===== config.mk =====
export PLATFORM = sky130hd
export DESIGN_NAME = hmm_front
export DESIGN_NICKNAME = d
export VERILOG_FILES = /design/src/rtl/hmm_pkg.sv /design/src/rtl/hmm_fifo.sv /design/src/rtl/hmm_front.sv
export SDC_FILE = /design/constraint.sdc
export NUM_CORES = 1
export LEC_CHECK = 0
export ABC_AREA = 1
export BUFFER_PORTS_ARGS = -buffer_cell sky130_fd_sc_hd__buf_2
export CAP_MARGIN = 30
export CORE_MARGIN = 5
export CORE_UTILIZATION = 50
export CTS_CLUSTER_SIZE = 10
export DETAILED_ROUTE_END_ITERATION = 10
export GPL_TIMING_DRIVEN = 0
export PLACE_DENSITY = 0.76
export SLEW_MARGIN = 20
export SYNTH_ARGS = -nofsm -noshare
export SYNTH_HDL_FRONTEND = slang
export SYNTH_HIERARCHICAL = 1
export SYNTH_SLANG_ARGS = --single-unit

===== constraint.sdc =====
create_clock -name clk -period 6.1 [get_ports clk]
set_input_delay 1.22 -clock clk [delete_from_list [all_inputs] [get_ports clk]]
set_output_delay 1.22 -clock clk [all_outputs]
set_load 0.05 [all_outputs]

===== src/rtl/hmm_pkg.sv =====
//------------------------------------------------------------------------------
// hmm_pkg
// shared types, function codes and state encodings of the forward filter step
//------------------------------------------------------------------------------
`default_nettype none

package hmm_pkg;

  localparam int unsigned FUNC_W  = 3;
  localparam int unsigned SYM_W   = 4;
  localparam int unsigned ROW_W   = 3;
  localparam int unsigned COL_W   = 4;
  localparam int unsigned PROB_W  = 16;
  localparam int unsigned IDX_W   = 3;

  typedef enum logic [FUNC_W-1:0] {
    FN_OBSERVE = 3'd0,
    FN_WR_TRANS = 3'd1,
    FN_WR_EMIS = 3'd2,
    FN_WR_PRIOR = 3'd3,
    FN_RESTART = 3'd4
  } func_t;

  typedef struct packed {
    logic [FUNC_W-1:0] func;
    logic [SYM_W-1:0]  symbol;
    logic [ROW_W-1:0]  row;
    logic [COL_W-1:0]  col;
    logic [PROB_W-1:0] value;
  } in_item_t;

  typedef struct packed {
    logic [IDX_W-1:0]  state_index;
    logic [PROB_W-1:0] probability;
    logic              last;
    logic              fell_back;
  } out_item_t;

  typedef enum logic [3:0] {
    ST_IDLE,
    ST_MAC_RD,
    ST_MAC_MUL,
    ST_MAC_ACC,
    ST_EMIS_RD,
    ST_EMIS_MUL,
    ST_DIV_START,
    ST_DIV_RUN,
    ST_EMIT,
    ST_RESTART
  } exec_state_t;

endpackage

`default_nettype wire


===== src/rtl/hmm_fifo.sv =====
//------------------------------------------------------------------------------
// hmm_fifo
// short command queue between the front end and the execution engine
//------------------------------------------------------------------------------
`default_nettype none

module hmm_fifo #(
  parameter int unsigned DEPTH = 2
) (
  input  wire logic              clk,
  input  wire logic              rst,
  input  wire logic              push,
  input  wire hmm_pkg::in_item_t push_data,
  output logic                   full,
  input  wire logic              pop,
  output hmm_pkg::in_item_t      pop_data,
  output logic                   empty
);

  localparam int unsigned AW = (DEPTH > 1) ? $clog2(DEPTH) : 1;

  hmm_pkg::in_item_t slots [DEPTH];
  logic [AW-1:0] wptr;
  logic [AW-1:0] rptr;
  logic [AW:0]   count;

  assign full     = (count == (AW+1)'(DEPTH));
  assign empty    = (count == '0);
  assign pop_data = slots[rptr];

  always_ff @(posedge clk) begin
    if (push && !full) begin
      slots[wptr] <= push_data;
    end
  end

  always_ff @(posedge clk) begin
    if (rst) begin
      wptr  <= '0;
      rptr  <= '0;
      count <= '0;
    end else begin
      if (push && !full) begin
        wptr <= (wptr == AW'(DEPTH-1)) ? '0 : wptr + 1'b1;
      end
      if (pop && !empty) begin
        rptr <= (rptr == AW'(DEPTH-1)) ? '0 : rptr + 1'b1;
      end
      count <= count + (AW+1)'(push && !full) - (AW+1)'(pop && !empty);
    end
  end

endmodule

`default_nettype wire


===== src/rtl/hmm_front.sv =====
//------------------------------------------------------------------------------
// hmm_front
// accepts commands, drops those that do nothing, queues the rest
//------------------------------------------------------------------------------
`default_nettype none

module hmm_front #(
  parameter int unsigned STATES  = 8,
  parameter int unsigned SYMBOLS = 16
) (
  input  wire logic              clk,
  input  wire logic              rst,
  input  wire logic              start,
  input  wire hmm_pkg::in_item_t cmd,
  output logic                   busy,
  input  wire logic              pop,
  output hmm_pkg::in_item_t      pop_data,
  output logic                   empty
);

  logic keep;
  logic full;

  always_comb begin
    unique case (cmd.func)
      hmm_pkg::FN_OBSERVE:  keep = 32'(cmd.symbol) < SYMBOLS;
      hmm_pkg::FN_WR_TRANS: keep = (32'(cmd.row) < STATES) && (32'(cmd.col) < STATES);
      hmm_pkg::FN_WR_EMIS:  keep = (32'(cmd.row) < STATES) && (32'(cmd.col) < SYMBOLS);
      hmm_pkg::FN_WR_PRIOR: keep = 32'(cmd.row) < STATES;
      hmm_pkg::FN_RESTART:  keep = 1'b1;
      default:              keep = 1'b0;
    endcase
  end

  assign busy = full;

  hmm_fifo #(.DEPTH(2)) u_fifo (
    .clk       (clk),
    .rst       (rst),
    .push      (start && !full && keep),
    .push_data (cmd),
    .full      (full),
    .pop       (pop),
    .pop_data  (pop_data),
    .empty     (empty)
  );

endmodule

`default_nettype wire


# [After elaboration in Yosys (flattened, before gate mapping)]
# Memories as Yosys holds them, arrays and structs flattened. A register that Yosys moved wholly into a read port is not among the register bits.
# Cells that the tools add are included.
[classes] n_addsub=4 eq_ne=5 n_lt_le_gt_ge=1 reduce_logical=9 muxes=7
[ops] operator="$eq 3x2->1 const B" count=2
[ops] operator="$mux 1" count=6
[ops] operator="$logic_and 1x1->1" count=4
[ops] operator="$lt 4x4->1 const B" count=1
[ops] operator="$reduce_or 4->1" count=1
[ops] operator="$eq 3x1->1 const B" count=1
[ops] operator="$eq 3x3->1 const B" count=1
[ops] operator="$logic_not 3->1" count=1
[ops] operator="$add 1x1->1 const B" count=2
[ops] operator="$add 2x1->2" count=1
[ops] operator="$eq 2x2->1 const B" count=1
[ops] operator="$logic_not 1->1" count=2
[ops] operator="$logic_not 2->1" count=1
[ops] operator="$pmux 1 s2" count=1
[ops] operator="$sub 2x1->2" count=1
[totals] out_inout_bits=32 ramBits=60 ff_bits=4 mem_count=1 inputBits=34 elab_cells=30
[memory_table] memory="u_fifo.slots" words=2 width=30 rd=1 rd_ports_with_merged_regs=1 write_ports=1 line="hmm_fifo.sv:22" source="hmm_pkg::in_item_t slots [DEPTH];"

# [Logic depth before layout (Yosys ltp)]
# Gate-level depths: netlist of the first run.
[depth] word_depth=7 ltp_mapped=15 depth_no_buf=15

# [Cells and area by module]
# The synthesis of the first run kept the hierarchy.
[by_module_without_submodules] mod="hmm_fifo" cells_each=132 area_each_um2=2537.4 seq_area_each_um2=1901.8 instances=1
[by_module_without_submodules] mod="hmm_front" cells_each=8 area_each_um2=33.8 seq_area_each_um2=0.0 instances=1

# [Worst setup path after synthesis of the first run]
# No wires, ideal clock.
[synth_timing] path_type="input to register" start="input port cmd[28] in the netlist's numbering" end="memory u_fifo/slots[0][0] in the netlist's numbering (enable)" setup_time_ns=0.417 t_required_ns=5.683 t_arrival_ns=3.007 stages=4 setup_slack_ns=2.676 n_path_buf=0 cell_sequence="or2_0 a21oi_1 nand2_1 nor2_1"
[synth_via] elab_chain_cells=7 elab_cells_between_ends=11 classes_between="eq/ne: 4; mux: 3; reduce/logical: 4"
[synth_lines] item="start: declaration" line="hmm_front.sv:14" source="input wire hmm_pkg::in_item_t cmd,"
[synth_lines] item="$eq 3x3->1 (tied with other cells)" line="hmm_front.sv:25" source="unique case (cmd.func)"
[synth_lines] item="$reduce_or 4->1 (no source line)"
[synth_lines] item="$pmux 1 s2 (*)" line="hmm_front.sv:25"
[synth_lines] item="$logic_and 1x1->1 (*)" line="hmm_front.sv:40" source=".push (start && !full && keep),"
[synth_lines] item="$logic_and 1x1->1 (*)" line="hmm_fifo.sv:32" source="if (push && !full) begin"
[synth_lines] item="$mux 1 (*)" line="hmm_fifo.sv:32"
[synth_lines] item="$mux 1 (not written as such) (*)" line="hmm_fifo.sv:33" source="slots[wptr] <= push_data;"
[synth_lines] item="end: declaration" line="hmm_fifo.sv:22"
# Every way passes the cells marked *; elsewhere a longest branch is shown, timed or not.

==> impl.org, run 1 <==
** Outcome
- The run finished with clean final reports.

** Floorplanning
- Horiz. Die Dim :: roughly 80 µm
- Row Count :: 26
- Die Y :: between 80 and 90 µm
- The die covers 0.006677 mm².
- Effective utilization at floorplan :: roughly half
- During I/O placement, the number of pins put on the boundary was 66.
- CORE AREA :: 0.005042 mm²

** Min path
- The worst hold path passes through 2 cells.
- Start point of the worst min-delay path :: u_fifo/rptr$_SDFFE_PP0P_
- Worst min-delay path class :: flip-flop to flip-flop
- The path with the worst hold slack has its endpoint at u_fifo/rptr$_SDFFE_PP0P_.

** Critical path
- For this run, the slowest stage of the critical path takes 0.40 ns.
- Setup slack of the worst register-to-register path :: between 4 and 5 ns
- Among all stages on the critical path, the largest delay is contributed by dfxtp_1.
- The worst register-to-register path ends at u_fifo/count[1]$_SDFF_PP0_.
- STA puts the critical path data arrival time at 1.47 ns.
- Worst reg2reg path depth :: 14
- The critical path in this run is classified as flip-flop to output pin.
- STA classifies the critical path endpoint as an output pin.
- Ordered list of cells on the worst path :: buf_6, mux2_4, buf_2
- Required time of the worst setup path :: 4.88 ns
- Along the worst path, the maximum fanout reaches 10.
- R2R Path Start :: u_fifo/count[0]$_SDFF_PP0_
- Crit start category :: flip-flop

** Layout
- Fraction of final layout cells with drive strength greater than 1 :: 51.35%
- Summing all multi-input logic gate instances after layout gives between 500 and 600 µm².
- Sequential cell area :: 0.001902 mm²
- Antenna Cells :: 0
- Number of nets in the final layout :: 253
- Number of fill cells in the layout :: 371
- From synthesis to final layout, the design area changed by 24.43%.

** Power
- Across the VDD grid, the largest voltage drop is 249.0 µV.
- Power density over cell area :: 443.4 mW/mm²
- Total chip power :: 1419 µW
- Sw Share :: ~36%
- Of the total power, combinational logic draws approximately 37%.
- The analysis attributes to cell leakage a power of 0.001317 µW.
- The internal power of the cells totals 908.9 µW.
- Reg power frac :: 39.9%
- Summed over all nets, the switching power comes to 509.6 µW.
- The clock network burns 23.3% of the power.

** Clocking
- TritonCTS built the clock tree.
- Clock-pin slew reported for the worst setup and hold paths after clock tree synthesis :: 0.06 ns
- Master cell of the clock root buffer :: clkbuf_8
- Post-CTS timing repair inserted 0 buffers for setup.
- Number of buffers added to fix hold violations after cts :: 0
- Buffers inserted during clock tree synthesis total 9.
- Clock buffer depth :: 2
- The H-tree was split into 3 levels.
- Number of sinks handled by clock tree synthesis :: 65
- Post-CTS Resized :: 0
- The later pin in the worst-skew pair is clocked with a latency of 0.32 ns.

** Job
- Across the run, the number of max-cap violations was 0.

** Logic synthesis
- Top cells by instance count after synthesis :: edfxtp_1 (60), mux2_4 (30), inv_1 (13)
- The synthesized design contains 60 enable-type register cells.
- The netlist uses 11 different library cells.
- The number of nets in the synthesized netlist is between 150 and 200.
- The synthesized design devotes to its leading area cell type 70.07% of total area.
- Among all flip-flop cells after synthesis, the most frequent one is edfxtp_1.
- For this run, asynchronously set or reset flops after synthesis account for 0%.
- Yosys attributes the largest share of cell area to edfxtp_1 (70%), mux2_4 (18%), dfxtp_1 (3.9%).
- The synthesized design spends more area on one cell type than any other, namely edfxtp_1.
- After synthesis, flip-flops and latches occupy about three quarters of the total area.
- Most frequent cell after synthesis :: edfxtp_1
- Counting flops and latches in the post-synthesis netlist gives 65.
- Number of warning messages in the yosys log :: 6
- Avg Cell Area, Syn :: 18.37 µm²
- Counting every instance in the synthesized netlist gives 140.
- Cell area after technology mapping :: 0.002571 mm²

** STA
- Upper clock frequency limit :: approximately 370 MHz
- After layout, the worst path uses 44.09% of the clock period.
- Minimum period implied by the final worst setup slack :: 2.690 ns
- The final number of hold-violating endpoints was 0.
- The count of pins over their slew limit came to 0.
- Fin Clk Skew :: 0.004055 ns
- Setup repair after global routing left no endpoint under its margin.
- Total Neg Setup Slack :: 0 ns
- Setup violations remaining at the end of the flow were counted as 0.
- In this run the tightest slew margin relative to its limit is 54.11%.
- Slew at the pin closest to its max-slew limit :: 0.6874 ns

** Global route
- Largest net degree at the start of global routing :: 31
- Number of antenna violations at the first check in global routing :: 0
- The number of global-route vias before repair is 1334.
- After global routing the overflow that remains totals 0.
- Across every metal layer, demand over resource in global routing totals about an eighth.
- The first global-routing pass estimated 6258 µm of wire.

** Place
- Detailed Place HPWL :: 2841 µm
- Placer Congestion :: between 0.7 and 0.8
- Number of buffer cells added on primary ports :: 65

** Drt
- The final layout contains routed wiring with a total length of 4007 µm.
- Detailed-route via count :: 1345
- DRC violation count after routing :: 0
- Number of nets still failing antenna checks after routing :: 0
- Via density per instance :: 4.606
- DR WL/cell :: approximately 14 µm
- The detailed router finished its first iteration with 64 violations.
- The pre-antenna-repair detailed-routing pass consisted of 4 iterations.
## how the worst max path moves through the flow
stage / end / start / cells past startpoint
global route: pop_data[27] / flip-flop / 3
CTS: pop_data[27] / flip-flop / 3
global placement: u_fifo/slots[0][6]$_DFFE_PP_ / cmd[28] / 5
finish: pop_data[27] / flip-flop / 3
detailed placement: u_fifo/count[1]$_SDFF_PP0_ / cmd[28] / 11
floorplan: u_fifo/slots[0][0]$_DFFE_PP_ / cmd[28] / 4
## layer usage
metal,part of all wire [%],global-route usage [%],vias to the layer above
li1,-,-,670
met1,40,14.63,631
met2,52,22.39,37
met3,5.7,3.289,7
met4,2.1,8.970,0
met5,0,0,-
## state kept, by name, indices dropped and copies added (netlist names), named ones only
name	flops
u_fifo/count	2
u_fifo/rptr	1
u_fifo/slots	60
u_fifo/wptr	1
## area by class of cell
cell class	count	area share [%]
timing repair buffer	66	11.03
buffer	3	1.056
multi-input combinational	59	18.58
sequential	65	59.44
inverter	13	1.525
tap	70	2.738
clock inverter	4	1.408
clock buffer	12	4.224
## critical path, delay by kind of cell (launching register included)
family | cells | cell delay [ns]
buffers and inverters | 2 | 0.42
DFF | 1 | 0.40
muxes | 1 | 0.32
## layout by cell type (no fill, tap or decap)
cell / count
dfxtp_1: 5
inv_2: 1
a21oi_1: 3
clkbuf_1: 3
buf_16: 1
buf_6: 3
inv_1: 12
or2_0: 1
mux2_4: 30
nand2_1: 11
ha_1: 2
bufinv_16: 1
clkinv_2: 3
clkbuf_8: 9
edfxtp_1: 60
nand3_1: 3
buf_2: 65
nor2_1: 8
nor2_4: 1
## power groups by stage
stage | combinational, µW | clock (µW) | sequential [µW]
after detailed placement | 527 | 0 | 577
after CTS | 528 | 344 | 567
final | 521 | 331 | 566
after global routing | 553 | 363 | 573
after global placement | 510 | 0 | 576
after floorplan | 423 | 0 | 573
## metrics by stage
step           util (%)  hold WS [ns]  area [µm²]  setup WS, ns  cells
2_1_floorplan         -        0.4675        2571         2.676    140
3_3_place_gp      59.18        0.4851        2984         1.812    275
3_5_place_dp      59.88        0.5045        3019         3.239    276
4_1_cts           63.45        0.5235        3199         3.380    292
5_1_grt           63.45        0.5692        3199         3.340    292
6_report          63.45        0.5179        3199         3.410    292
## cell families after synthesis
kind of cell | after synthesis | synth area share, %
flip-flops | 65 | 73.97
AO/OA/AOI/OAI | 3 | 0.5838
buffers and inverters | 16 | 3.212
adder cells (fa/ha/maj) | 2 | 0.9731
AND/OR/NAND/NOR | 24 | 3.747
multiplexers | 30 | 17.52
No activity file was read; power rests on OpenSTA's default activity.
==> inputs of run 2 (changes only) <==
--- a/config.mk
+++ b/config.mk
@@ -5,7 +5,7 @@
 export SDC_FILE = /design/constraint.sdc
 export NUM_CORES = 1
 export LEC_CHECK = 0
-export ABC_AREA = 1
+export ABC_AREA = 0
 export BUFFER_PORTS_ARGS = -buffer_cell sky130_fd_sc_hd__buf_2
 export CAP_MARGIN = 30
 export CORE_MARGIN = 5
@@ -13,7 +13,7 @@
 export CTS_CLUSTER_SIZE = 10
 export DETAILED_ROUTE_END_ITERATION = 10
 export GPL_TIMING_DRIVEN = 0
-export PLACE_DENSITY = 0.76
+export PLACE_DENSITY = 0.77
 export SLEW_MARGIN = 20
 export SYNTH_ARGS = -nofsm -noshare
 export SYNTH_HDL_FRONTEND = slang
==> constraint.sdc (replaced) <==
create_clock -name clk -period 2.8 [get_ports clk]
set_input_delay 0.56 -clock clk [delete_from_list [all_inputs] [get_ports clk]]
set_output_delay 0.56 -clock clk [all_outputs]
set_load 0.05 [all_outputs]
==> impl.org, run 2 <==
** Layout
- Fraction of final layout cells with drive strength greater than 1 :: roughly 57%
- Largest registers :: u_fifo/slots x60, u_fifo/count x2
- The register with the most flip-flops in the layout has 60 of them.
- Area delta synth->final :: 24.61%
- More flip-flops sit in one register than any other, and that register is u_fifo/slots.
- Commonest non-fill, non-tap cells in the layout :: buf_2 (68), edfxtp_1 (60), mux2_2 (30), clkbuf_8 (9), dfxtp_1 (5)
- Number of nets in the final layout :: 236
- Number of fill cells in the layout :: 356
- 0 antenna diodes ended up in the layout.
- Most common cell after layout, fill and taps aside :: buf_2

** Clocking
- Post-CTS setup buffer count :: 0
- Clock-pin slew reported for the worst setup and hold paths after clock tree synthesis :: 0.07 ns
- Number of sinks handled by clock tree synthesis :: 65
- Post-CTS Resized :: 0
- TritonCTS created 9 clock buffers.
- The later pin in the worst-skew pair is clocked with a latency of 0.33 ns.
- Clock tree synthesis selected as its root buffer the cell clkbuf_8.
- Buffers inserted to repair hold after CTS numbered 0.
- The clock passes through at most 2 buffers.
- Clock tree from TritonCTS :: done
- The clock tree synthesis step divided the H-tree into 3 levels.

** Logic synthesis
- By area the synthesized netlist is led by edfxtp_1 (75%), mux2_2 (14%), dfxtp_1 (4.2%).
- Each instance of the synthesized netlist takes up on average 19.59 µm².
- The most used flip-flop cell after synthesis is edfxtp_1.
- Most frequent cell after synthesis :: edfxtp_1
- Cell area after technology mapping :: 0.002410 mm²
- Summed over all instances, the cell type with the most area after synthesis is edfxtp_1.
- After synthesis, the share of flip-flops with an asynchronous set or reset is 0%.
- The synthesized design devotes to its leading area cell type 74.77% of total area.
- Fraction of the yosys area taken by sequential cells :: 78.92%
- Synthesized instance count :: 123
- Counting distinct cell types in the post-synthesis netlist gives 22.
- Yosys mapped a number of flops with a built-in enable equal to 60.
- Post-synth net total :: 159
- Yosys printed 6 warnings.
- Count of state elements after synthesis :: 65
- By count the netlist is led by edfxtp_1 (60), mux2_2 (30), dfxtp_1 (5).

** Drt
- Via density per instance :: slightly above 5
- DRC violation total after the first TritonRoute iteration :: 38
- DRC violation count after routing :: 0
- Number of nets still failing antenna checks after routing :: 0
- Across all layers, the routed design uses 1322 vias.
- DR WL/cell :: ~17 µm
- Pre-Repair DR Iteration Count :: 4
- The final layout contains routed wiring with a total length of between 4000 and 5000 µm.

** Global route
- Summed over all layers, the global routing overflow is 0.
- The first global-routing pass estimated 6975 µm of wire.
- The initial antenna violation count was 0.
- Largest net degree at the start of global routing :: 31
- Vias in the first global route :: about 1500
- Total global routing track utilization :: 15.14%

** STA
- Upper clock frequency limit :: 416.1 MHz
- Number of hold-slack violations in the final timing report :: 0
- Remaining max-slew budget at the tightest pin :: 48.01%
- Total Neg Setup Slack :: 0 ns
- After layout, the worst path uses 85.84% of the clock period.
- Setup repair after global routing left no endpoint under its margin.
- The worst path meets setup with 0.3965 ns of slack.
- The count of pins over their slew limit came to 0.
- On the final layout, the worst clock skew is 0.003647 ns.
- For the pin with the worst max-slew slack, the measured transition is 0.7789 ns.
- Setup violations remaining at the end of the flow were counted as 0.
- Minimum period implied by the final worst setup slack :: 2.404 ns

** Power
- For this design the ratio of total power to cell area is 1071 mW/mm².
- Per report_power, the sequential group accounts for 38.9% of the total.
- In this run switching power makes up 39.00% of total power.
- Internal Dissipation :: 1962 µW
- The design draws 3216 µW.
- Of the total power, combinational logic draws roughly two fifths.
- Leak :: 0.001164 µW
- VDD sags by at most 518.5 µV.
- The clock network is responsible for 22.6% of the overall power.
- Total net switching power :: 1254 µW

** Critical path
- At the worst endpoint, the arrival time is 2.44 ns.
- Required time of the worst setup path :: 2.84 ns
- CP Capture Type :: flip-flop
- STA classifies the critical path startpoint as a flip-flop.
- Worst Path Max Fanout :: 18
- Crit Path Class :: flip-flop to flip-flop
- Worst reg2reg path depth :: 7

** Min path
- Counting instances, the worst hold path has a depth of 1.
- The min-delay analysis places its worst path in the category input port to flip-flop.

** Floorplanning
- Effective utilization at floorplan :: 51.36%
- CORE AREA :: approximately 0.0047 mm²
- I/O pin count :: 66
- The die is 79.43 µm tall.
- Row Count :: 25
- Horiz. Die Dim :: 79.43 µm
- The die covers between 0.006 and 0.007 mm².

** Place
- Buffers placed on the I/O ports in this run total 65.
- Worst setup slack after placement :: 0.07478 ns
- Detailed Place HPWL :: 3117 µm
- Placer Congestion :: 0.6968

** Job
- Max-cap violations :: 0

** Outcome
- Status :: finished, final reports clean
==> run 2: per-stage QoR <==
stage / std cells / utilization [%] / cell area (µm²) / hold slack [ns]
2_1_floorplan: 123 / - / 2410 / 0.4515
3_3_place_gp: 242 / 59.73 / 2803 / 0.4687
3_5_place_dp: 243 / 60.05 / 2818 / 0.5006
4_1_cts: 259 / 64.00 / 3003 / 0.4089
5_1_grt: 259 / 64.00 / 3003 / 0.4042
6_report: 259 / 64.00 / 3003 / 0.4195
==> run 2: cell families after synthesis <==
logic type	count (synthesis)	share of synthesized area [%]
compound gates	4	0.9864
xor+xnor	2	0.7270
fa+ha+maj	2	1.038
buf+inv	7	1.246
flops	65	78.92
mux	30	14.02
simple gates	13	3.063
==> run 2: final cells by class <==
| type | instances | area, µm² | area share (%) |
|---|---|---|---|
| flip-flops and latches | 65 | 1902 | 63.33 |
| multi-input cells | 51 | 478.0 | 15.92 |
| repair buffers | 66 | 340.3 | 11.33 |
| clock buffers | 9 | 123.9 | 4.125 |
| well taps | 54 | 67.56 | 2.250 |
| clock inverters | 7 | 61.31 | 2.042 |
| plain buffers | 3 | 15.01 | 0.5000 |
| inverters | 4 | 15.01 | 0.5000 |
==> run 2: critical path, stage by stage, from the launching register on <==
cell and delay [ns]:
dfxtp_1 0.39, nand2b_2 0.17, inv_2 0.05, and3b_1 0.24, inv_1 0.06, or3_1 0.36
inv_1 0.58, buf_8 0.25
==> run 2: layer usage <==
| layer | wire [µm] | up-vias | GRT usage (%) |
|---|---|---|---|
| li1 | - | 624 | - |
| met1 | 1660 | 646 | 15.24 |
| met2 | 2363 | 42 | 27.46 |
| met3 | 275 | 10 | 4.740 |
| met4 | 90 | 0 | 8.247 |
| met5 | 0 | - | 0 |
==> run 2: worst paths after layout <==
| kind | endpoint | start | slack (ns) |
|---|---|---|---|
| max | u_fifo/slots[0][10]$_DFFE_PP_ | u_fifo/count[0]$_SDFF_PP0_ | 0.40 |
| min | u_fifo/slots[0][24]$_DFFE_PP_ | cmd[24] | 0.42 |
| max reg2reg | u_fifo/slots[0][10]$_DFFE_PP_ | u_fifo/count[0]$_SDFF_PP0_ | 0.40 |
| min reg2reg | u_fifo/wptr$_SDFFE_PP0P_ | u_fifo/wptr$_SDFFE_PP0P_ | 0.51 |
==> run 2: power by group through the flow <==
stage / sequential [µW] / combinational [µW] / clock [µW]
after detailed placement: 1270 / 1250 / 0
after global routing: 1260 / 1300 / 783
after floorplan: 1260 / 982 / 0
after global placement: 1260 / 1210 / 0
after CTS: 1250 / 1260 / 746
final: 1250 / 1240 / 728
